--- src/hdl/pcc_pkg.sv ---
// ----------------------------------------------------------------------------
// pcc_pkg
// Shared constants, arctangent table and control type of the CORDIC chain.
// ----------------------------------------------------------------------------
`timescale 1ns / 1ps

package pcc_pkg;

  // Parameter defaults
  localparam int DEF_ITERATIONS  = 16;
  localparam int DEF_COORD_WIDTH = 16;

  // Fixed-point formats
  localparam int FRAC_BITS   = 12;  // fractional bits of coordinates
  localparam int ANG_FRAC    = 8;   // extra fractional bits of angles
  localparam int ANGLE_IN_W  = 17;
  localparam int ANGLE_OUT_W = 16;
  localparam int ZW          = 26;  // angle accumulator width
  localparam int XW_GUARD    = 3;   // growth bits above coordinate + fraction
  localparam int GAIN_W      = 17;
  localparam int GAIN_Q16    = 39797;
  localparam int GAIN_SHIFT  = 16;

  // Angle units (1/128 degree)
  localparam int TURN_UNITS    = 46080;
  localparam int HALF_UNITS    = 23040;
  localparam int QUARTER_UNITS = 11520;

  // atan(2^-i) in degrees times 2^15
  localparam int TABLE_LEN = 24;
  localparam logic signed [ZW-1:0] ATAN_DEG_Q15 [TABLE_LEN] = '{
    26'sd1474560, 26'sd870484, 26'sd459940, 26'sd233473,
    26'sd117189,  26'sd58652,  26'sd29333,  26'sd14667,
    26'sd7334,    26'sd3667,   26'sd1833,   26'sd917,
    26'sd458,     26'sd229,    26'sd115,    26'sd57,
    26'sd29,      26'sd14,     26'sd7,      26'sd4,
    26'sd2,       26'sd1,      26'sd0,      26'sd0
  };

  // Control bits that travel with each point down the chain
  typedef struct packed {
    logic valid;
    logic vec_mode;  // 1: vectoring (cartesian to polar)
    logic zero;      // vectoring input at the origin
  } pcc_ctl_t;

endpackage

--- src/hdl/pcc_cell.sv ---
// ----------------------------------------------------------------------------
// pcc_cell
// One CORDIC micro-rotation with a fixed shift, registered toward the next cell.
// ----------------------------------------------------------------------------
`timescale 1ns / 1ps

module pcc_cell #(
  parameter int COORD_WIDTH = pcc_pkg::DEF_COORD_WIDTH,
  parameter int SHIFT       = 0,
  localparam int XW = COORD_WIDTH + pcc_pkg::FRAC_BITS + pcc_pkg::XW_GUARD,
  localparam int ZW = pcc_pkg::ZW
) (
  input  logic                clk_i,
  input  logic                rst_ni,
  input  logic                en_i,
  input  pcc_pkg::pcc_ctl_t   ctl_i,
  input  logic signed [XW-1:0] x_i,
  input  logic signed [XW-1:0] y_i,
  input  logic signed [ZW-1:0] z_i,
  output pcc_pkg::pcc_ctl_t   ctl_o,
  output logic signed [XW-1:0] x_o,
  output logic signed [XW-1:0] y_o,
  output logic signed [ZW-1:0] z_o
);

  localparam logic signed [ZW-1:0] ATAN = pcc_pkg::ATAN_DEG_Q15[SHIFT];

  pcc_pkg::pcc_ctl_t    ctl_q;
  logic signed [XW-1:0] x_q, x_d, y_q, y_d, dx, dy;
  logic signed [ZW-1:0] z_q, z_d;
  logic                 turn_neg;

  // Direction: rotation drives z to zero, vectoring drives y to zero
  always_comb begin
    turn_neg = ctl_i.vec_mode ? y_i[XW-1] : !z_i[ZW-1];
    dx       = y_i >>> SHIFT;
    dy       = x_i >>> SHIFT;
    if (turn_neg) begin
      x_d = x_i - dx;
      y_d = y_i + dy;
      z_d = z_i - ATAN;
    end else begin
      x_d = x_i + dx;
      y_d = y_i - dy;
      z_d = z_i + ATAN;
    end
  end

  // Control register
  always_ff @(posedge clk_i or negedge rst_ni) begin
    if (!rst_ni) begin
      ctl_q <= '0;
    end else if (en_i) begin
      ctl_q <= ctl_i;
    end
  end

  // Data register
  always_ff @(posedge clk_i) begin
    if (en_i) begin
      x_q <= x_d;
      y_q <= y_d;
      z_q <= z_d;
    end
  end

  assign ctl_o = ctl_q;
  assign x_o   = x_q;
  assign y_o   = y_q;
  assign z_o   = z_q;

endmodule

--- config.mk ---
export PLATFORM = sky130hd
export DESIGN_NAME = pcc_cell
export DESIGN_NICKNAME = d
export VERILOG_FILES = /design/src/hdl/pcc_pkg.sv /design/src/hdl/pcc_cell.sv
export SDC_FILE = /design/constraint.sdc
export NUM_CORES = 1
export LEC_CHECK = 0
export BUFFER_PORTS_ARGS = -buffer_cell sky130_fd_sc_hd__buf_2
export CAP_MARGIN = 5
export CORE_ASPECT_RATIO = 1.4
export CORE_MARGIN = 3
export CORE_UTILIZATION = 60
export DETAILED_ROUTE_END_ITERATION = 10
export PLACE_DENSITY = 0.92
export REMOVE_ABC_BUFFERS = 1
export SYNTH_ARGS = -nofsm -noshare
export SYNTH_HDL_FRONTEND = slang
export SYNTH_SLANG_ARGS = --single-unit
--- constraint.sdc ---
create_clock -name clk_i -period 1.5 [get_ports clk_i]
set_input_delay 0.075 -clock clk_i [delete_from_list [all_inputs] [get_ports clk_i]]
set_output_delay 0.075 -clock clk_i [all_outputs]
set_load 0.05 [all_outputs]
==> results of run 1 <==
[kinds of logic after synthesis]
logic type      after synthesis  synth area share (%)
compound gates              323                 24.64
simple gates                229                 12.78
buf+inv                     143                 6.690
fa+ha+maj                    99                 14.85
flops                        90                 31.65
xor+xnor                     70                 7.221
mux                          18                 2.166
[synth_stat cells, types with 13 or more instances]
cell type  instances
ha_1              96
buf_2             16
nand2_1           55
edfxtp_1          87
clkbuf_1          17
o21bai_1          24
mux2i_1           15
nand3_1           17
nand4_1           13
a21oi_1          119
inv_1             94
nor2_1            80
xnor2_1           65
o21ai_0           58
a21o_1            13
a211oi_1          13
nor3_1            15
[stage by stage]
stage / setup WS, ns / hold slack, ns / instance area, um^2
3_3_place_gp: -1.314 / -0.1098 / 11820
2_1_floorplan: -4.845 / -0.2206 / 8302
3_5_place_dp: -1.549 / -0.1079 / 11820
==> results.json, run 1 <==
{
  "outcome": "aborted with a tool error",
  "lastStage": "clock tree synthesis",
  "first-error": "[ERROR DPL-0038] Utilization greater than 100%, impossible to legalize",
  "numCtsBuffers": 9,
  "hpwl_um": 27120,
  "cts_hold_buf": 18,
  "synth_largest_area_cell": "edfxtp_1",
  "rows": 50,
  "cts_root_buf": "clkbuf_16",
  "clockBufferDepth": 2,
  "synth_cell_types": 76,
  "synthArstFlopShare_pct": 3.333,
  "synth_flop_cell": "edfxtp_1",
  "yosys_warnings": 0,
  "clock-sinks": 90,
  "yosys.area.top_type_share_pct": 30.77,
  "syn_area_per_cell_um2": 8.735,
  "ys_seq_elements": 90,
  "port_buffers": 184,
  "placedCellCount": 1606,
  "post_cts.repair.setup_buffers": 49,
  "synthCells": 972,
  "mappedNetlistArea_um2": 8491,
  "initial_core_util_pct": 62.26,
  "yosysSeqAreaShare_pct": 31.65,
  "die_h_um": 146.8,
  "htreeDepth": 3,
  "cts_resized": 301,
  "die_w_um": 106.5,
  "place_congestion": 1.064,
  "synth_area_leaders": "edfxtp_1 (31%), ha_1 (14%), a21oi_1 (7.0%), xnor2_1 (6.7%), inv_1 (4.2%)",
  "synth_edf_count": 87,
  "io_pins": 185
}
==> run 2, diff against run 1 <==
--- a/config.mk
+++ b/config.mk
@@ -7,11 +7,10 @@
 export LEC_CHECK = 0
 export BUFFER_PORTS_ARGS = -buffer_cell sky130_fd_sc_hd__buf_2
 export CAP_MARGIN = 5
-export CORE_ASPECT_RATIO = 1.4
 export CORE_MARGIN = 3
-export CORE_UTILIZATION = 60
+export CORE_UTILIZATION = 40
 export DETAILED_ROUTE_END_ITERATION = 10
-export PLACE_DENSITY = 0.92
+export PLACE_DENSITY_LB_ADDON = 0.15
 export REMOVE_ABC_BUFFERS = 1
 export SYNTH_ARGS = -nofsm -noshare
 export SYNTH_HDL_FRONTEND = slang
==> run 2 against run 1 <==
The flow now finishes, with violations (setup timing). Area after synthesis did not move. Synthesized cell count did not move.
==> results.json, run 2 <==
{
  "outcome": "complete, but fails checks",
  "violations": "setup timing",
  "fin_area_um2": 14660,
  "required_ns": 1.60,
  "ys_seq_elements": 90,
  "rows": 52,
  "clock-sinks": 90,
  "mappedNetlistArea_um2": 8491,
  "port_buffers": 184,
  "slowest_stage": "nor4_4",
  "yosysMostFrequentCell": "a21oi_1",
  "worstPathArrival_ns": 2.41,
  "place_congestion": 0.9464,
  "hold_viol_final": 0,
  "die_area_um2": 23010,
  "rsz0062_at_grt": "yes",
  "layout_commonest_cell": "buf_4",
  "insertion_delay_ns": 0.34,
  "synthArstFlopShare_pct": 3.333,
  "placed_area_um2": 12150,
  "antenna_found_initial": 0,
  "gr-total-overflow": 0,
  "cpLargestDelayFamily": "compound AO/OA/AOI/OAI gates",
  "dr.pass1.iters": 5,
  "endpoint_kind": "flop",
  "die_w_um": 151.7,
  "nets": 1732,
  "worst_pin_slew_ns": 0.4456,
  "drt-initial-drc-count": 1045,
  "initial_core_util_pct": 41.30,
  "skew_ns": 0,
  "final_antenna_net_count": 0,
  "relSlewSlack_pct": 69.98,
  "critical_path_class": "in2reg",
  "hpwl_um": 24110,
  "drive_gt1_share_pct": 53.43,
  "cp.buffers_inverters": 2,
  "wire_per_inst_um": 18.54,
  "grt_pass1_wl_um": 47820,
  "crit_path_start_kind": "primary input",
  "holdWs_ns": 0.05788,
  "grt_util_all_layers_pct": 26.28,
  "core_area_um2": 20560,
  "synth_flop_cell": "edfxtp_1",
  "path_cells": "buf_8 > ha_4 > fa_2 > nor2b_4 > o211ai_4 > buf_6 > a211oi_4 > o2111a_2 > nor4_4 > nor2_2 > a221oi_2 > xnor2_1",
  "syn_area_per_cell_um2": 8.735,
  "synth_edf_count": 87,
  "clockBufferDepth": 2,
  "synthCells": 972,
  "cts_tree": "built",
  "synth_area_leaders": "edfxtp_1 (31%), ha_1 (14%), a21oi_1 (7.0%), xnor2_1 (6.7%), inv_1 (4.2%)",
  "yosysSeqAreaShare_pct": 31.65,
  "wl_um": 33630,
  "fin_setup_tns_ns": -28.71,
  "finalSetupViolCount": 55,
  "fmax_mhz": 433.3,
  "drv_cap": 0,
  "die_h_um": 151.7,
  "max_stage_delay_ns": 0.36,
  "htreeDepth": 3,
  "synth_largest_area_cell": "edfxtp_1",
  "grt_pass1_vias": 9265,
  "min_period_over_period_pct": 153.9,
  "vias": 9893,
  "clkTransAtPathRegs_ns": 0.08,
  "yosys.area.top_type_share_pct": 30.77,
  "antennaDiodeCount": 0,
  "cp_max_fo": 3,
  "synth_cell_types": 76,
  "io_pins": 185,
  "p_leak_uw": 0.006658,
  "slew_violations": 0,
  "numCtsBuffers": 9,
  "area_growth_pct": 72.71,
  "final_cell_mix": "buf_4 (357), buf_2 (169), edfxtp_1 (87), inv_1 (83), a21oi_1 (79)",
  "place_ws_ns": -1.336,
  "setup_slack_ns": -0.8080,
  "yosys_warnings": 0,
  "ys_top_cells_by_count": "a21oi_1 (119), ha_1 (96), inv_1 (94)",
  "grt_max_degree": 65,
  "worst_hold_path_type": "in2async",
  "via_per_inst": 5.454,
  "largest_reg_flops": 31,
  "final_util_pct": 71.32,
  "ir_drop_mv": 0.7163,
  "period_needed_ns": 2.308,
  "power_density_nw_per_um2": 880.5,
  "drc_errors": 0,
  "cts_root_buf": "clkbuf_16"
}
run 2: power breakdown:
group | internal, uW | leakage (uW) | total [uW] | switching, uW
Sequential | 3300 | 0.000887 | 3420 | 120
Combinational | 2970 | 0.00563 | 7280 | 4310
Clock | 1150 | 0.000138 | 2210 | 1060
run 2: cells by family after synthesis:
group / Yosys count / share of synthesized area, %
multiplexers: 18 / 2.166
AND/OR/NAND/NOR: 229 / 12.78
AO/OA/AOI/OAI: 323 / 24.64
buffers and inverters: 143 / 6.690
XOR/XNOR: 70 / 7.221
flip-flops: 90 / 31.65
adder cells (fa/ha/maj): 99 / 14.85
run 2: what timing repair did:
| action | 4_1_cts | 5_1_grt |
|---|---|---|
| resized for setup | 162 | 206 |
| gates cloned | 0 | 1 |
| setup buffers | 38 | 24 |
| endpoints found under the hold margin | 20 | 0 |
| pin swaps | 68 | 94 |
| hold buffers | 18 | 0 |
| endpoints found under the setup margin | 59 | 60 |
run 2: worst paths after layout:
check                           cells after the start  slack [ns]                  from              endpoint
worst max-delay path                               12       -0.81                y_i[0]     y_o[26]$_DFFE_PP_
worst min-delay path                                2        0.06                rst_ni  ctl_o[2]$_DFFE_PN0P_
worst max register to register                      1        0.74  ctl_o[0]$_DFFE_PN0P_  ctl_o[0]$_DFFE_PN0P_
worst min register to register                      1        0.51  ctl_o[2]$_DFFE_PN0P_  ctl_o[2]$_DFFE_PN0P_
max in group asynchronous                           2        1.33                rst_ni  ctl_o[0]$_DFFE_PN0P_
min in group clk_i                                  3        0.09              ctl_i[1]  ctl_o[1]$_DFFE_PN0P_
run 2: metal layers:
metal	vias to the layer above	part of all wire, %	global-route usage (%)
li1	4652	-	-
met1	4662	42	36.31
met2	490	47	42.84
met3	89	8.7	3.569
met4	0	3.1	8.086
met5	-	0	0
run 2: final cells by class:
type / instances / area (um^2)
multi-input combinational: 739 / 6554
tap: 270 / 337.8
fill: 1522 / 5896
clock inverter: 6 / 48.80
timing repair buffer: 598 / 4410
sequential: 90 / 2688
inverter: 101 / 396.6
clock buffer: 10 / 229.0
run 2: per-stage QoR:
stage	cells	total power, uW
floorplan	930	6924
global placement	1722	9321
detailed placement	1722	9374
CTS	1792	12060
global route	1814	13460
finish	1814	12910
No activity file was read; power rests on OpenSTA's default activity.
