File: config.mk
export PLATFORM = sky130hd
export DESIGN_NAME = pcc_post
export DESIGN_NICKNAME = d
export VERILOG_FILES = /design/src/hdl/pcc_pkg.sv /design/src/hdl/pcc_post.sv
export SDC_FILE = /design/constraint.sdc
export NUM_CORES = 2
export LEC_CHECK = 0
export ABC_CLOCK_PERIOD_IN_PS = 3200
export BUFFER_PORTS_ARGS = -buffer_cell sky130_fd_sc_hd__buf_2
export CORE_ASPECT_RATIO = 0.6
export CORE_MARGIN = 2
export CORE_UTILIZATION = 55
export DETAILED_ROUTE_END_ITERATION = 7
export PLACE_DENSITY = 0.85
export RECOVER_POWER = 100
export SLEW_MARGIN = 20
export SYNTH_ARGS = -nofsm -noshare
export SYNTH_HDL_FRONTEND = slang
export SYNTH_SLANG_ARGS = --single-unit
File: constraint.sdc
create_clock -name clk_i -period 3.2 [get_ports clk_i]
set_clock_uncertainty 0.1 [all_clocks]
set_input_delay 0.64 -clock clk_i [delete_from_list [all_inputs] [get_ports clk_i]]
set_output_delay 0.64 -clock clk_i [all_outputs]
set_load 0.005 [all_outputs]
File: src/hdl/pcc_pkg.sv
// ----------------------------------------------------------------------------
// pcc_pkg
// Shared constants, arctangent table and control type of the CORDIC chain.
// ----------------------------------------------------------------------------
`timescale 1ns / 1ps

package pcc_pkg;

  // Parameter defaults
  localparam int DEF_ITERATIONS  = 16;
  localparam int DEF_COORD_WIDTH = 16;

  // Fixed-point formats
  localparam int FRAC_BITS   = 12;  // fractional bits of coordinates
  localparam int ANG_FRAC    = 8;   // extra fractional bits of angles
  localparam int ANGLE_IN_W  = 17;
  localparam int ANGLE_OUT_W = 16;
  localparam int ZW          = 26;  // angle accumulator width
  localparam int XW_GUARD    = 3;   // growth bits above coordinate + fraction
  localparam int GAIN_W      = 17;
  localparam int GAIN_Q16    = 39797;
  localparam int GAIN_SHIFT  = 16;

  // Angle units (1/128 degree)
  localparam int TURN_UNITS    = 46080;
  localparam int HALF_UNITS    = 23040;
  localparam int QUARTER_UNITS = 11520;

  // atan(2^-i) in degrees times 2^15
  localparam int TABLE_LEN = 24;
  localparam logic signed [ZW-1:0] ATAN_DEG_Q15 [TABLE_LEN] = '{
    26'sd1474560, 26'sd870484, 26'sd459940, 26'sd233473,
    26'sd117189,  26'sd58652,  26'sd29333,  26'sd14667,
    26'sd7334,    26'sd3667,   26'sd1833,   26'sd917,
    26'sd458,     26'sd229,    26'sd115,    26'sd57,
    26'sd29,      26'sd14,     26'sd7,      26'sd4,
    26'sd2,       26'sd1,      26'sd0,      26'sd0
  };

  // Control bits that travel with each point down the chain
  typedef struct packed {
    logic valid;
    logic vec_mode;  // 1: vectoring (cartesian to polar)
    logic zero;      // vectoring input at the origin
  } pcc_ctl_t;

endpackage

File: src/hdl/pcc_post.sv
// ----------------------------------------------------------------------------
// pcc_post
// Output stages: gain compensation product, then rounding, saturation,
// angle wrap and the output register of the result.
// ----------------------------------------------------------------------------
`timescale 1ns / 1ps

module pcc_post #(
  parameter int COORD_WIDTH = pcc_pkg::DEF_COORD_WIDTH,
  localparam int XW = COORD_WIDTH + pcc_pkg::FRAC_BITS + pcc_pkg::XW_GUARD,
  localparam int ZW = pcc_pkg::ZW,
  localparam int OAW = pcc_pkg::ANGLE_OUT_W
) (
  input  logic                          clk_i,
  input  logic                          rst_ni,
  input  logic                          en_i,
  input  pcc_pkg::pcc_ctl_t             ctl_i,
  input  logic signed [XW-1:0]          x_i,
  input  logic signed [XW-1:0]          y_i,
  input  logic signed [ZW-1:0]          z_i,
  output logic                          valid_o,
  output logic signed [COORD_WIDTH-1:0] out_x_o,
  output logic signed [COORD_WIDTH-1:0] out_y_o,
  output logic [COORD_WIDTH-1:0]        out_radius_o,
  output logic signed [OAW-1:0]         out_angle_o
);

  localparam int PW   = XW + pcc_pkg::GAIN_W;
  localparam int SH   = pcc_pkg::GAIN_SHIFT + pcc_pkg::FRAC_BITS;
  localparam int RW   = PW - SH;
  localparam int AW   = ZW - pcc_pkg::ANG_FRAC;
  localparam logic signed [pcc_pkg::GAIN_W-1:0] GAIN_S = pcc_pkg::GAIN_W'(pcc_pkg::GAIN_Q16);
  localparam logic signed [PW-1:0] P_RND = PW'(1) <<< (SH - 1);
  localparam logic signed [ZW-1:0] Z_RND = ZW'(1) <<< (pcc_pkg::ANG_FRAC - 1);
  localparam logic signed [RW-1:0] C_MAX = {{(RW-COORD_WIDTH+1){1'b0}}, {(COORD_WIDTH-1){1'b1}}};
  localparam logic signed [RW-1:0] C_MIN = {{(RW-COORD_WIDTH+1){1'b1}}, {(COORD_WIDTH-1){1'b0}}};
  localparam logic signed [AW-1:0] TURN_S = AW'(pcc_pkg::TURN_UNITS);
  localparam logic signed [AW-1:0] HALF_S = AW'(pcc_pkg::HALF_UNITS);

  // Product stage
  pcc_pkg::pcc_ctl_t    ctl_a_q;
  logic signed [PW-1:0] prod_x_q, prod_y_q;
  logic signed [ZW-1:0] z_a_q;

  // Result stage
  logic                          valid_q;
  logic signed [COORD_WIDTH-1:0] ox_q, ox_d, oy_q, oy_d;
  logic [COORD_WIDTH-1:0]        rad_q, rad_d;
  logic signed [OAW-1:0]         ang_q, ang_d;
  logic signed [PW-1:0]          sum_x, sum_y;
  logic signed [ZW-1:0]          sum_z;
  logic signed [RW-1:0]          rx, ry;
  logic signed [AW-1:0]          a_rnd, a_wrap;
  logic signed [COORD_WIDTH-1:0] sat_x, sat_y;

  always_ff @(posedge clk_i or negedge rst_ni) begin
    if (!rst_ni) begin
      ctl_a_q <= '0;
      valid_q <= 1'b0;
    end else if (en_i) begin
      ctl_a_q <= ctl_i;
      valid_q <= ctl_a_q.valid;
    end
  end

  // Gain compensation products
  always_ff @(posedge clk_i) begin
    if (en_i) begin
      prod_x_q <= PW'(x_i) * PW'(GAIN_S);
      prod_y_q <= PW'(y_i) * PW'(GAIN_S);
      z_a_q    <= z_i;
    end
  end

  // Round half up, saturate, wrap the angle into (-180, 180]
  always_comb begin
    sum_x = prod_x_q + P_RND;
    sum_y = prod_y_q + P_RND;
    rx    = $signed(sum_x[PW-1:SH]);
    ry    = $signed(sum_y[PW-1:SH]);

    if (rx > C_MAX) begin
      sat_x = C_MAX[COORD_WIDTH-1:0];
    end else if (rx < C_MIN) begin
      sat_x = C_MIN[COORD_WIDTH-1:0];
    end else begin
      sat_x = rx[COORD_WIDTH-1:0];
    end
    if (ry > C_MAX) begin
      sat_y = C_MAX[COORD_WIDTH-1:0];
    end else if (ry < C_MIN) begin
      sat_y = C_MIN[COORD_WIDTH-1:0];
    end else begin
      sat_y = ry[COORD_WIDTH-1:0];
    end

    sum_z = z_a_q + Z_RND;
    a_rnd = $signed(sum_z[ZW-1:pcc_pkg::ANG_FRAC]);
    if (a_rnd > HALF_S) begin
      a_wrap = a_rnd - TURN_S;
    end else if (a_rnd <= -HALF_S) begin
      a_wrap = a_rnd + TURN_S;
    end else begin
      a_wrap = a_rnd;
    end

    ox_d  = '0;
    oy_d  = '0;
    rad_d = '0;
    ang_d = '0;
    if (!ctl_a_q.vec_mode) begin
      ox_d = sat_x;
      oy_d = sat_y;
    end else if (!ctl_a_q.zero) begin
      rad_d = rx[COORD_WIDTH-1:0];
      ang_d = a_wrap[OAW-1:0];
    end
  end

  // Output register
  always_ff @(posedge clk_i) begin
    if (en_i) begin
      ox_q  <= ox_d;
      oy_q  <= oy_d;
      rad_q <= rad_d;
      ang_q <= ang_d;
    end
  end

  assign valid_o      = valid_q;
  assign out_x_o      = ox_q;
  assign out_y_o      = oy_q;
  assign out_radius_o = rad_q;
  assign out_angle_o  = ang_q;

endmodule

==> key figures <==
Status
  • Status: complete, but fails checks
  • Failing checks: capacitance limit, slew limit, setup timing

Critical path
  • FF-to-FF End: out_angle_o[13]
  • Critical Path AT: 6.05 ns
  • Cell mode on critical path: fa_2
  • WP depth: 20
  • RR Startpoint: z_a_q[8]
  • Startpoint types: primary input
  • R2r setup slk: 0.07 ns
  • Worst Setup EP: prod_x_q[47]
  • Slowest CP cell: fa_2
  • Crit Path Category: primary input to register
  • CP Max Fanout: 6
  • Crit. Startpoint: x_i[7]
  • Worst stage delay on the critical path: 0.58 ns
  • CP top delay family: adder cells
  • Data required, critical path: 3.28 ns
  • CP Capture Type: register
  • Reg2reg path depth: 11
  • Worst Path Buf+Inv: 4
  • CP cell instances: buf_12, ha_4, xor2_1, ha_2, inv_2, fa_2, inv_2, fa_1, fa_2, fa_2, ha_4, a21o_1, a221oi_4, and4b_1, a311o_1, a21o_2, a211oi_4, buf_6, o21ai_4, a311o_1

Yosys
  • Yosys warnings: 0
  • Post-synthesis register bit count: 129
  • Area contributors post-synth: fa_1, ha_1, edfxtp_1
  • Cells after synthesis: 2452
  • Synth Flop Type: edfxtp_1
  • Mapped Nets: 3445
  • Synth top area share: 0.3207
  • EDFF count, synth: 125
  • Most numerous cell in the Yosys netlist: inv_1
  • Cell variety after synth: 72
  • Post-synthesis async set-or-reset flop share: 0.03101
  • Syn Area/Cell: 10.46 um^2
  • Most frequent cells after synthesis: inv_1, ha_1, fa_1
  • Area leader, netlist: fa_1
  • Netlist Area Pre-Place: 25650 um^2
  • Post-synthesis sequential area ratio: 0.1502

GRT
  • Pin count of the biggest net entering global routing: 73
  • Gr ovfl total: 0
  • Total GRT Usage: 0.3131
  • First-pass GRT wire length: 115200 um
  • Vias in the first global route: 21300
  • Initial antenna violation count: 1

Detailed routing
  • Final wirelength: 74340 um
  • Vias: 19806
  • Post-DR wirelength/cell: 19.95 um
  • Post-DR vias/cell: 5.316
  • DRT iter0 DRCs: 1563
  • Post-DRT Antenna Nets: 0
  • DRC Markers: 0
  • 1st-pass router iterations: 7

Finish
  • Share of layout cells above drive strength 1: 0.2740
  • Fin cells: 3726
  • Nets: 4075
  • Area growth, synth to finish: 28.75%

Hold path
  • Hold wc startpoint: z_i[24]
  • Hold Crit Class: primary input to register

Die
  • Starting Density: 0.5556
  • Core area: 46180 um^2
  • Die ar.: 48440 um^2
  • Die width: 282.8 um
  • Top Ports: 159
  • Rows: 61
  • DIE HEIGHT: 171.3 um

Placement
  • GPL Wtd Cong: 0.9999
  • Placed cells: 3666
  • HPWL after DPL: 63050 um
  • I/O Buffers: 151

Timing
  • TNS Setup: -105.45 ns
  • Least-Margin Pin Slew: 1.921 ns
  • Final worst-path cycle share: 1.864
  • Clock period minus worst slack: 5.966 ns
  • Max Slew Vio Count: 68
  • Max Clock Freq: 0.1676 GHz
  • Final Hold Viols: 0
  • Final Setup Violations: 42
  • RSZ-0062 raised after global routing: true
  • Slew headroom: -0.2805
  • Final WS setup: -2.766 ns

Clock tree
  • TritonCTS clock tree: yes
  • Max Root-Sink Buffers: 2
  • Worst-skew pair later-pin latency: 0.43 ns
  • Root buf cell: clkbuf_16
  • H-tree depth: 4
  • CTS clk-pin slew, worst paths: 0.06 ns
  • CTS Buf Count: 17
  • CTS Sinks: 129

Run
  • Max-Cap Viols: 2
[sequential cells by signal (all words and copies together), names as in the netlist]
register / cells
ctl_a_q: 3
out_angle_o: 16
out_radius_o: 16
out_x_o: 16
out_y_o: 16
prod_x_q: 21
prod_y_q: 21
valid_o: 1
z_a_q: 19
[final cells by class]
class	count	area [um^2]
inverters	661	2481
clock buffers	18	429.2
diodes	1	2.502
well taps	630	788.3
repair buffers	621	4437
multi-input cells	1652	20880
clock inverters	14	156.4
flip-flops and latches	129	3854
fillers	3158	13150
[routing by layer]
| layer | global-route usage | wire length (um) |
|---|---|---|
| met3 | 0.06927 | 6065 |
| met4 | 0.07752 | 2045 |
| met2 | 0.4820 | 33440 |
| met5 | 0 | 0 |
| met1 | 0.4506 | 32790 |
[stage by stage]
stage	hold slack [ns]	utilization	setup slack, ns	area [um^2]
5_1_grt	0.2732	0.7153	-2.908	33030
3_3_place_gp	0.3682	0.6709	-3.227	30980
3_5_place_dp	0.3694	0.6709	-3.421	30980
4_1_cts	0.2630	0.6963	-2.732	32150
6_report	0.2855	0.7153	-2.766	33030
2_1_floorplan	0.2444	-	-2.686	26140
[cell usage in the layout (no fill, tap or decap), drive strengths merged, types with 66 or more instances in the layout]
cell type and n:
a21oi 102, buf 552, clkbuf 86, edfxtp 125, fa 411, ha 488, inv 666, nor2 66
xnor2 86, xor2 101
[repair_timing]
action	in CTS	in global routing
pin swaps	66	77
setup buffers	15	18
endpoints found under the setup margin	42	70
hold buffers	1	0
resized for setup	114	188
hold endpoints to repair	4	0
[worst min-delay path by stage]
stage	endpoint	slack (ns)	depth (start not counted)
6_report	z_a_q[24]	0.29	1
5_1_grt	z_a_q[10]	0.27	1
4_1_cts	z_a_q[24]	0.26	1
3_5_place_dp	valid_o	0.37	1
3_3_place_gp	ctl_a_q[2]	0.37	1
2_1_floorplan	ctl_a_q[0]	0.24	0
[kinds of logic (layout without fill, tap and decap cells)]
logic type               count (synthesis)  in the layout  synth area share
other                                    0              1                 0
multiplexers                             5              5          0.002097
adder cells (fa/ha/maj)                899            899            0.5587
AND/OR/NAND/NOR                        288            288           0.05828
AO/OA/AOI/OAI                          273            273           0.06784
buffers and inverters                  671           1314           0.09867
XOR/XNOR                               187            187           0.06414
flip-flops                             129            129            0.1502
Power is left out: the tool's default activity adds up to more than one toggle a clock period on the data nets, which glitch-free logic cannot reach.
