===== src/hdl/pcc_pkg.sv =====
// ----------------------------------------------------------------------------
// pcc_pkg
// Shared constants, arctangent table and control type of the CORDIC chain.
// ----------------------------------------------------------------------------
`timescale 1ns / 1ps

package pcc_pkg;

  // Parameter defaults
  localparam int DEF_ITERATIONS  = 16;
  localparam int DEF_COORD_WIDTH = 16;

  // Fixed-point formats
  localparam int FRAC_BITS   = 12;  // fractional bits of coordinates
  localparam int ANG_FRAC    = 8;   // extra fractional bits of angles
  localparam int ANGLE_IN_W  = 17;
  localparam int ANGLE_OUT_W = 16;
  localparam int ZW          = 26;  // angle accumulator width
  localparam int XW_GUARD    = 3;   // growth bits above coordinate + fraction
  localparam int GAIN_W      = 17;
  localparam int GAIN_Q16    = 39797;
  localparam int GAIN_SHIFT  = 16;

  // Angle units (1/128 degree)
  localparam int TURN_UNITS    = 46080;
  localparam int HALF_UNITS    = 23040;
  localparam int QUARTER_UNITS = 11520;

  // atan(2^-i) in degrees times 2^15
  localparam int TABLE_LEN = 24;
  localparam logic signed [ZW-1:0] ATAN_DEG_Q15 [TABLE_LEN] = '{
    26'sd1474560, 26'sd870484, 26'sd459940, 26'sd233473,
    26'sd117189,  26'sd58652,  26'sd29333,  26'sd14667,
    26'sd7334,    26'sd3667,   26'sd1833,   26'sd917,
    26'sd458,     26'sd229,    26'sd115,    26'sd57,
    26'sd29,      26'sd14,     26'sd7,      26'sd4,
    26'sd2,       26'sd1,      26'sd0,      26'sd0
  };

  // Control bits that travel with each point down the chain
  typedef struct packed {
    logic valid;
    logic vec_mode;  // 1: vectoring (cartesian to polar)
    logic zero;      // vectoring input at the origin
  } pcc_ctl_t;

endpackage


===== src/hdl/pcc_prep.sv =====
// ----------------------------------------------------------------------------
// pcc_prep
// Input stage: angle reduction and quadrant fold, or half-plane fold for
// vectoring, into the fixed-point start vector of the chain.
// ----------------------------------------------------------------------------
`timescale 1ns / 1ps

module pcc_prep #(
  parameter int COORD_WIDTH = pcc_pkg::DEF_COORD_WIDTH,
  localparam int XW = COORD_WIDTH + pcc_pkg::FRAC_BITS + pcc_pkg::XW_GUARD,
  localparam int ZW = pcc_pkg::ZW,
  localparam int AW = pcc_pkg::ANGLE_IN_W + 1
) (
  input  logic                                   clk_i,
  input  logic                                   rst_ni,
  input  logic                                   en_i,
  input  logic                                   valid_i,
  input  logic                                   cmd_i,
  input  logic signed [COORD_WIDTH-1:0]          radius_i,
  input  logic signed [pcc_pkg::ANGLE_IN_W-1:0]  angle_i,
  input  logic signed [COORD_WIDTH-1:0]          coord_x_i,
  input  logic signed [COORD_WIDTH-1:0]          coord_y_i,
  output pcc_pkg::pcc_ctl_t                      ctl_o,
  output logic signed [XW-1:0]                   x_o,
  output logic signed [XW-1:0]                   y_o,
  output logic signed [ZW-1:0]                   z_o
);

  localparam logic signed [AW-1:0] TURN_S = AW'(pcc_pkg::TURN_UNITS);
  localparam logic signed [AW-1:0] HALF_S = AW'(pcc_pkg::HALF_UNITS);
  localparam logic signed [AW-1:0] QUAR_S = AW'(pcc_pkg::QUARTER_UNITS);
  localparam logic signed [ZW-1:0] Z_HALF =
    ZW'(pcc_pkg::HALF_UNITS * (1 << pcc_pkg::ANG_FRAC));

  pcc_pkg::pcc_ctl_t    ctl_q;
  logic signed [XW-1:0] x_q, y_q, x_d, y_d, r_fix, cx_fix, cy_fix;
  logic signed [ZW-1:0] z_q, z_d;
  logic signed [AW-1:0] a_ext, a_red, a_fold;
  logic                 at_origin;

  always_comb begin
    // Reduce the angle into [-180, 180) degrees
    a_ext = AW'(angle_i);
    if (a_ext >= HALF_S) begin
      a_red = a_ext - TURN_S;
    end else if (a_ext < -HALF_S) begin
      a_red = a_ext + TURN_S;
    end else begin
      a_red = a_ext;
    end

    r_fix     = XW'(radius_i) <<< pcc_pkg::FRAC_BITS;
    cx_fix    = XW'(coord_x_i) <<< pcc_pkg::FRAC_BITS;
    cy_fix    = XW'(coord_y_i) <<< pcc_pkg::FRAC_BITS;
    at_origin = (coord_x_i == '0) && (coord_y_i == '0);
    a_fold    = a_red;

    if (!cmd_i) begin
      // Rotation: fold outer quadrants by a quarter turn
      if (a_red > QUAR_S) begin
        x_d    = '0;
        y_d    = r_fix;
        a_fold = a_red - QUAR_S;
      end else if (a_red < -QUAR_S) begin
        x_d    = '0;
        y_d    = -r_fix;
        a_fold = a_red + QUAR_S;
      end else begin
        x_d = r_fix;
        y_d = '0;
      end
      z_d = ZW'(a_fold) <<< pcc_pkg::ANG_FRAC;
    end else begin
      // Vectoring: move left half-plane to the right, start at 180 degrees
      if (cx_fix < 0) begin
        x_d = -cx_fix;
        y_d = -cy_fix;
        z_d = Z_HALF;
      end else begin
        x_d = cx_fix;
        y_d = cy_fix;
        z_d = '0;
      end
    end
  end

  // Control register
  always_ff @(posedge clk_i or negedge rst_ni) begin
    if (!rst_ni) begin
      ctl_q <= '0;
    end else if (en_i) begin
      ctl_q.valid    <= valid_i;
      ctl_q.vec_mode <= cmd_i;
      ctl_q.zero     <= at_origin;
    end
  end

  // Data register
  always_ff @(posedge clk_i) begin
    if (en_i) begin
      x_q <= x_d;
      y_q <= y_d;
      z_q <= z_d;
    end
  end

  assign ctl_o = ctl_q;
  assign x_o   = x_q;
  assign y_o   = y_q;
  assign z_o   = z_q;

endmodule


===== config.mk =====
export PLATFORM = sky130hd
export DESIGN_NAME = pcc_prep
export DESIGN_NICKNAME = d
export VERILOG_FILES = /design/src/hdl/pcc_pkg.sv /design/src/hdl/pcc_prep.sv
export SDC_FILE = /design/constraint.sdc
export NUM_CORES = 1
export LEC_CHECK = 0
export BUFFER_PORTS_ARGS = -buffer_cell sky130_fd_sc_hd__buf_2
export CORE_ASPECT_RATIO = 0.7
export CORE_UTILIZATION = 50
export CTS_BUF_LIST = sky130_fd_sc_hd__clkbuf_8
export DETAILED_ROUTE_END_ITERATION = 16
export GPL_TIMING_DRIVEN = 0
export HOLD_SLACK_MARGIN = 0.15
export PLACE_DENSITY = 0.82
export SLEW_MARGIN = 20
export SYNTH_ARGS = -nofsm -noshare
export SYNTH_HDL_FRONTEND = slang
export SYNTH_SLANG_ARGS = --single-unit

===== constraint.sdc =====
create_clock -name clk_i -period 1.5 [get_ports clk_i]
set_input_delay 0.15 -clock clk_i [delete_from_list [all_inputs] [get_ports clk_i]]
set_output_delay 0.15 -clock clk_i [all_outputs]
set_load 0.1 [all_outputs]

==> results_tabular.tex <==
\begin{tabular}{lr}
\hline
Metric & Value \\
\hline
\multicolumn{2}{l}{\textbf{Finish}} \\
Antenna diode count & 0 \\
Share of layout cells above drive strength 1 & approximately 47\% \\
Total Nets Final & 784 \\
Area Growth Syn to Fin & 46.7\% \\
Final instance area & 6910 um\^{}2 \\
\multicolumn{2}{l}{\textbf{Worst hold path}} \\
Start point of the worst min-delay path & radius\_i[1] \\
Instance count along the most critical hold path & 2 \\
Worst Hold End & x\_o[13]\$\_DFFE\_PP\_ \\
Worst Hold Class & in -> reg \\
\multicolumn{2}{l}{\textbf{Timing}} \\
Slew Viols, Final & 0 \\
Slew of the pin with the lowest slew margin & 798 ps \\
Max Freq & 0.395 GHz \\
Tcrit/Tclk final & 169\% \\
Relative slew slack & 46.8\% \\
Setup repair after global routing missed its margin & yes \\
Final setup vio count & 47 \\
Final critical-path setup slack & -1030 ps \\
Tmin final & 2530 ps \\
Final Hold Violating Endpoints & 0 \\
Maximum clock skew at final layout & 0 ps \\
\multicolumn{2}{l}{\textbf{Worst setup path}} \\
Critical path fanouts, max & 7 \\
Worst path cell trace & buf\_8, buf\_12, inv\_8, ha\_4, and4bb\_2, and4b\_1, buf\_6, buf\_4, nor3\_1, xnor2\_2, a31o\_2, o211ai\_1, and3\_4, o21a\_1 \\
Critical path start-end classification & in -> reg \\
Top cell family by delay on the critical path & simple AND/OR/NAND/NOR gates \\
Data required time at the worst endpoint & 1600 ps \\
Reg-to-reg critical path startpoint & ctl\_o[2]\$\_DFFE\_PN0P\_ \\
Longest individual stage delay on the worst path & between 300 and 400 ps \\
Flop-to-flop setup slack & 750 ps \\
CP Data Arrival Time & 2630 ps \\
Critical path buffers and inverters & 5 \\
Reg2reg end & ctl\_o[2]\$\_DFFE\_PN0P\_ \\
Slowest library cell on the worst path & sky130\_fd\_sc\_hd\_\_nor3\_1 \\
Count of cells along the worst register-to-register path & 1 \\
Kind of launch point of the worst setup path & primary input \\
Capturing element type of the critical path & register \\
\multicolumn{2}{l}{\textbf{Detailed routing}} \\
Ratio of routed vias to standard cells & 6.28 \\
Routed length per instance & around 20 um \\
Residual antenna-violating net count after detailed routing & 0 \\
Iteration-0 DRC count of the detailed router & 682 \\
Number of vias after detailed routing & 5229 \\
Pre-antenna DRT Iters & 6 \\
Total wirelength of the detailed-routed design & around 17000 um \\
DRC Markers & 0 \\
\multicolumn{2}{l}{\textbf{Clock tree}} \\
H-tree lvl count & 3 \\
Number of CTS-inserted buffers & 9 \\
\# clock sinks & 59 \\
Root Buffer & sky130\_fd\_sc\_hd\_\_clkbuf\_8 \\
Clk\_lat worst skew & 350 ps \\
Worst-path clk slew & 70 ps \\
Clock tree buffer depth & 2 \\
TritonCTS clock tree & built \\
\multicolumn{2}{l}{\textbf{Yosys}} \\
Post-synth design cell area & 4710 um\^{}2 \\
Most frequent cell after synthesis & sky130\_fd\_sc\_hd\_\_edfxtp\_1 \\
Seq/Total Area, Yosys & 37.3\% \\
Top flip-flop cell by instance count after synthesis & sky130\_fd\_sc\_hd\_\_edfxtp\_1 \\
Mean cell area of the mapped netlist & 9.62 um\^{}2 \\
Fraction of synthesis flops using an asynchronous set or reset pin & 5.08\% \\
Gate Count Post-Synth & 490 \\
Commonest cells post-synth & sky130\_fd\_sc\_hd\_\_edfxtp\_1, sky130\_fd\_sc\_hd\_\_buf\_4, sky130\_fd\_sc\_hd\_\_o21ai\_0 \\
Count of distinct cell types in the synthesized netlist & a little under 80 \\
Number of flops mapped to enable cells by yosys & 56 \\
Cell type with the largest total area after synthesis & sky130\_fd\_sc\_hd\_\_edfxtp\_1 \\
Top cells by area, synth & sky130\_fd\_sc\_hd\_\_edfxtp\_1, sky130\_fd\_sc\_hd\_\_buf\_4, sky130\_fd\_sc\_hd\_\_xnor2\_1, sky130\_fd\_sc\_hd\_\_o21ai\_0, sky130\_fd\_sc\_hd\_\_ha\_1 \\
Total of warnings raised by yosys & 0 \\
Synth top area share & 35.7\% \\
Synth Register Bits & 59 \\
\multicolumn{2}{l}{\textbf{Global routing}} \\
Overflow left after global routing & 0 \\
Antenna violations before repair & 0 \\
Via count of the first global-routing pass & 4793 \\
First-pass GRT wire length & approximately 24000 um \\
Overall routing resource usage & 31.0\% \\
Pin count of the biggest net entering global routing & 61 \\
\multicolumn{2}{l}{\textbf{Pwr}} \\
Combinational share of power & between 50\% and 60\% \\
Int Power & 3.82 mW \\
Cell leakage power & 2.90 nW \\
Peak supply drop & 0.813 mV \\
Share of power burned in the clock network & between 10\% and 20\% \\
Switching power as a share of total power & 48.1\% \\
Psw & between 3 and 4 mW \\
Part of the power in registers & 28.3\% \\
Cell area power density & around 1100 nW/um\^{}2 \\
Post-route total power & roughly 7.4 mW \\
\multicolumn{2}{l}{\textbf{Run status}} \\
Run status & finished with violations \\
Violations in the final reports & negative setup slack \\
\multicolumn{2}{l}{\textbf{Floorplanning}} \\
Number of top-level design ports & 161 \\
Initial cell density of the core & around half \\
Core region area & roughly 9000 um\^{}2 \\
Total number of placement rows & 29 \\
Die footprint & between 9000 and 10000 um\^{}2 \\
Die outline width & 118 um \\
Die height & between 80 and 90 um \\
\multicolumn{2}{l}{\textbf{Place}} \\
Number of port buffers & 123 \\
Final weighted congestion in routability-driven placement & just over 0.9 \\
HPWL after detailed placement & between 10000 and 15000 um \\
Pre-CTS worst setup slack & -1910 ps \\
Placed inst area & 5670 um\^{}2 \\
\multicolumn{2}{l}{\textbf{Job}} \\
Max Cap Violations & 0 \\
\hline
\end{tabular}
-- stage by stage --
stage | setup TNS, ps | hold slack, ps | utilization, % | std cells
after floorplan | -54090 | -146 | - | 521
after global placement | -82160 | -55.1 | 62.3 | 768
after detailed placement | -82700 | -53.1 | 62.3 | 768
after CTS | -43150 | 150 | 71.2 | 823
after global routing | -48540 | 153 | 75.9 | 833
final | -45500 | 151 | 75.9 | 833
-- final cells by class --
cell class	instances	area, um^2
Buffer	57	429
Fill cell	593	2200
Timing Repair Buffer	177	1190
Clock buffer	9	124
Multi-Input combinational cell	378	3100
Sequential cell	59	1760
Inverter	22	90.1
Tap cell	124	155
Clock inverter	7	61.3
-- registers in the layout (all words and copies together), names as in the netlist --
name,count
y_o,19
z_o,18
x_o,19
ctl_o,3
-- cell families (layout without fill, tap and decap cells) --
group	count (synthesis)	in the layout	share of synthesized area (%)
mux	5	5	1.14
buf+inv	84	272	10.5
xor+xnor	30	30	5.58
compound gates	167	167	25.5
simple gates	134	134	17.3
other cells	1	32	0.0796
flops	59	59	37.3
fa+ha+maj	10	10	2.66
-- power by group through the flow --
| stage | registers, mW | logic (mW) | clock network, mW |
|---|---|---|---|
| 4_1_cts | 2.09 | 3.49 | 1.43 |
| 3_5_place_dp | 2.12 | 3.16 | 0 |
| 5_1_grt | 2.10 | 3.95 | 1.49 |
| 6_report | 2.09 | 3.86 | 1.42 |
| 2_1_floorplan | 3.45 | 1.25 | 0 |
| 3_3_place_gp | 2.12 | 3.13 | 0 |
-- repair_timing --
item | in CTS | in global routing
cloned | 3 | 2
setup endpoints to repair | 49 | 49
hold buffers | 9 | 1
endpoints found under the hold margin | 9 | 1
pin swaps | 28 | 32
resized for setup | 81 | 75
setup buffers | 31 | 11
-- routing by layer --
metal	share of wire, %	wire length (um)	track usage, %
met1	39	6490	42.8
met2	44	7290	46.5
met3	14	2280	9.27
met4	3.2	528	10.0
met5	0	0	0
-- worst max-delay path by stage --
stage                     slack (ps)  cells past startpoint                    end         from
after floorplan                -1290                     14      x_o[23]$_DFFE_PP_  angle_i[10]
after global placement         -1900                     14      y_o[18]$_DFFE_PP_   angle_i[8]
after detailed placement       -1910                     14      x_o[25]$_DFFE_PP_   angle_i[8]
after CTS                      -1030                     14      x_o[22]$_DFFE_PP_  angle_i[10]
after global routing           -1110                     14      x_o[17]$_DFFE_PP_  angle_i[10]
final                          -1030                     14  z_o[21]$_SDFFCE_PP0P_  angle_i[10]
-- cell usage in the layout (no fill, tap or decap), drive strengths merged, types with 6 or more instances in the layout --
master	Yosys	final
buf	49	210
edfxtp	56	56
o21ai	35	35
conb	1	32
a21oi	24	24
inv	22	23
clkbuf	13	23
nor2	22	22
xnor2	21	21
nand2	21	21
a22o	14	14
a31oi	13	13
a211oi	13	13
nand3	12	12
nor3	12	12
nor2b	10	10
dlygate4sd3	0	10
ha	10	10
or3	10	10
xor2	9	9
o31ai	9	9
a22oi	9	9
o211ai	8	8
or4	8	8
and2	7	7
nand2b	6	6
a211o	6	6
(Power assumes the default switching activity.)
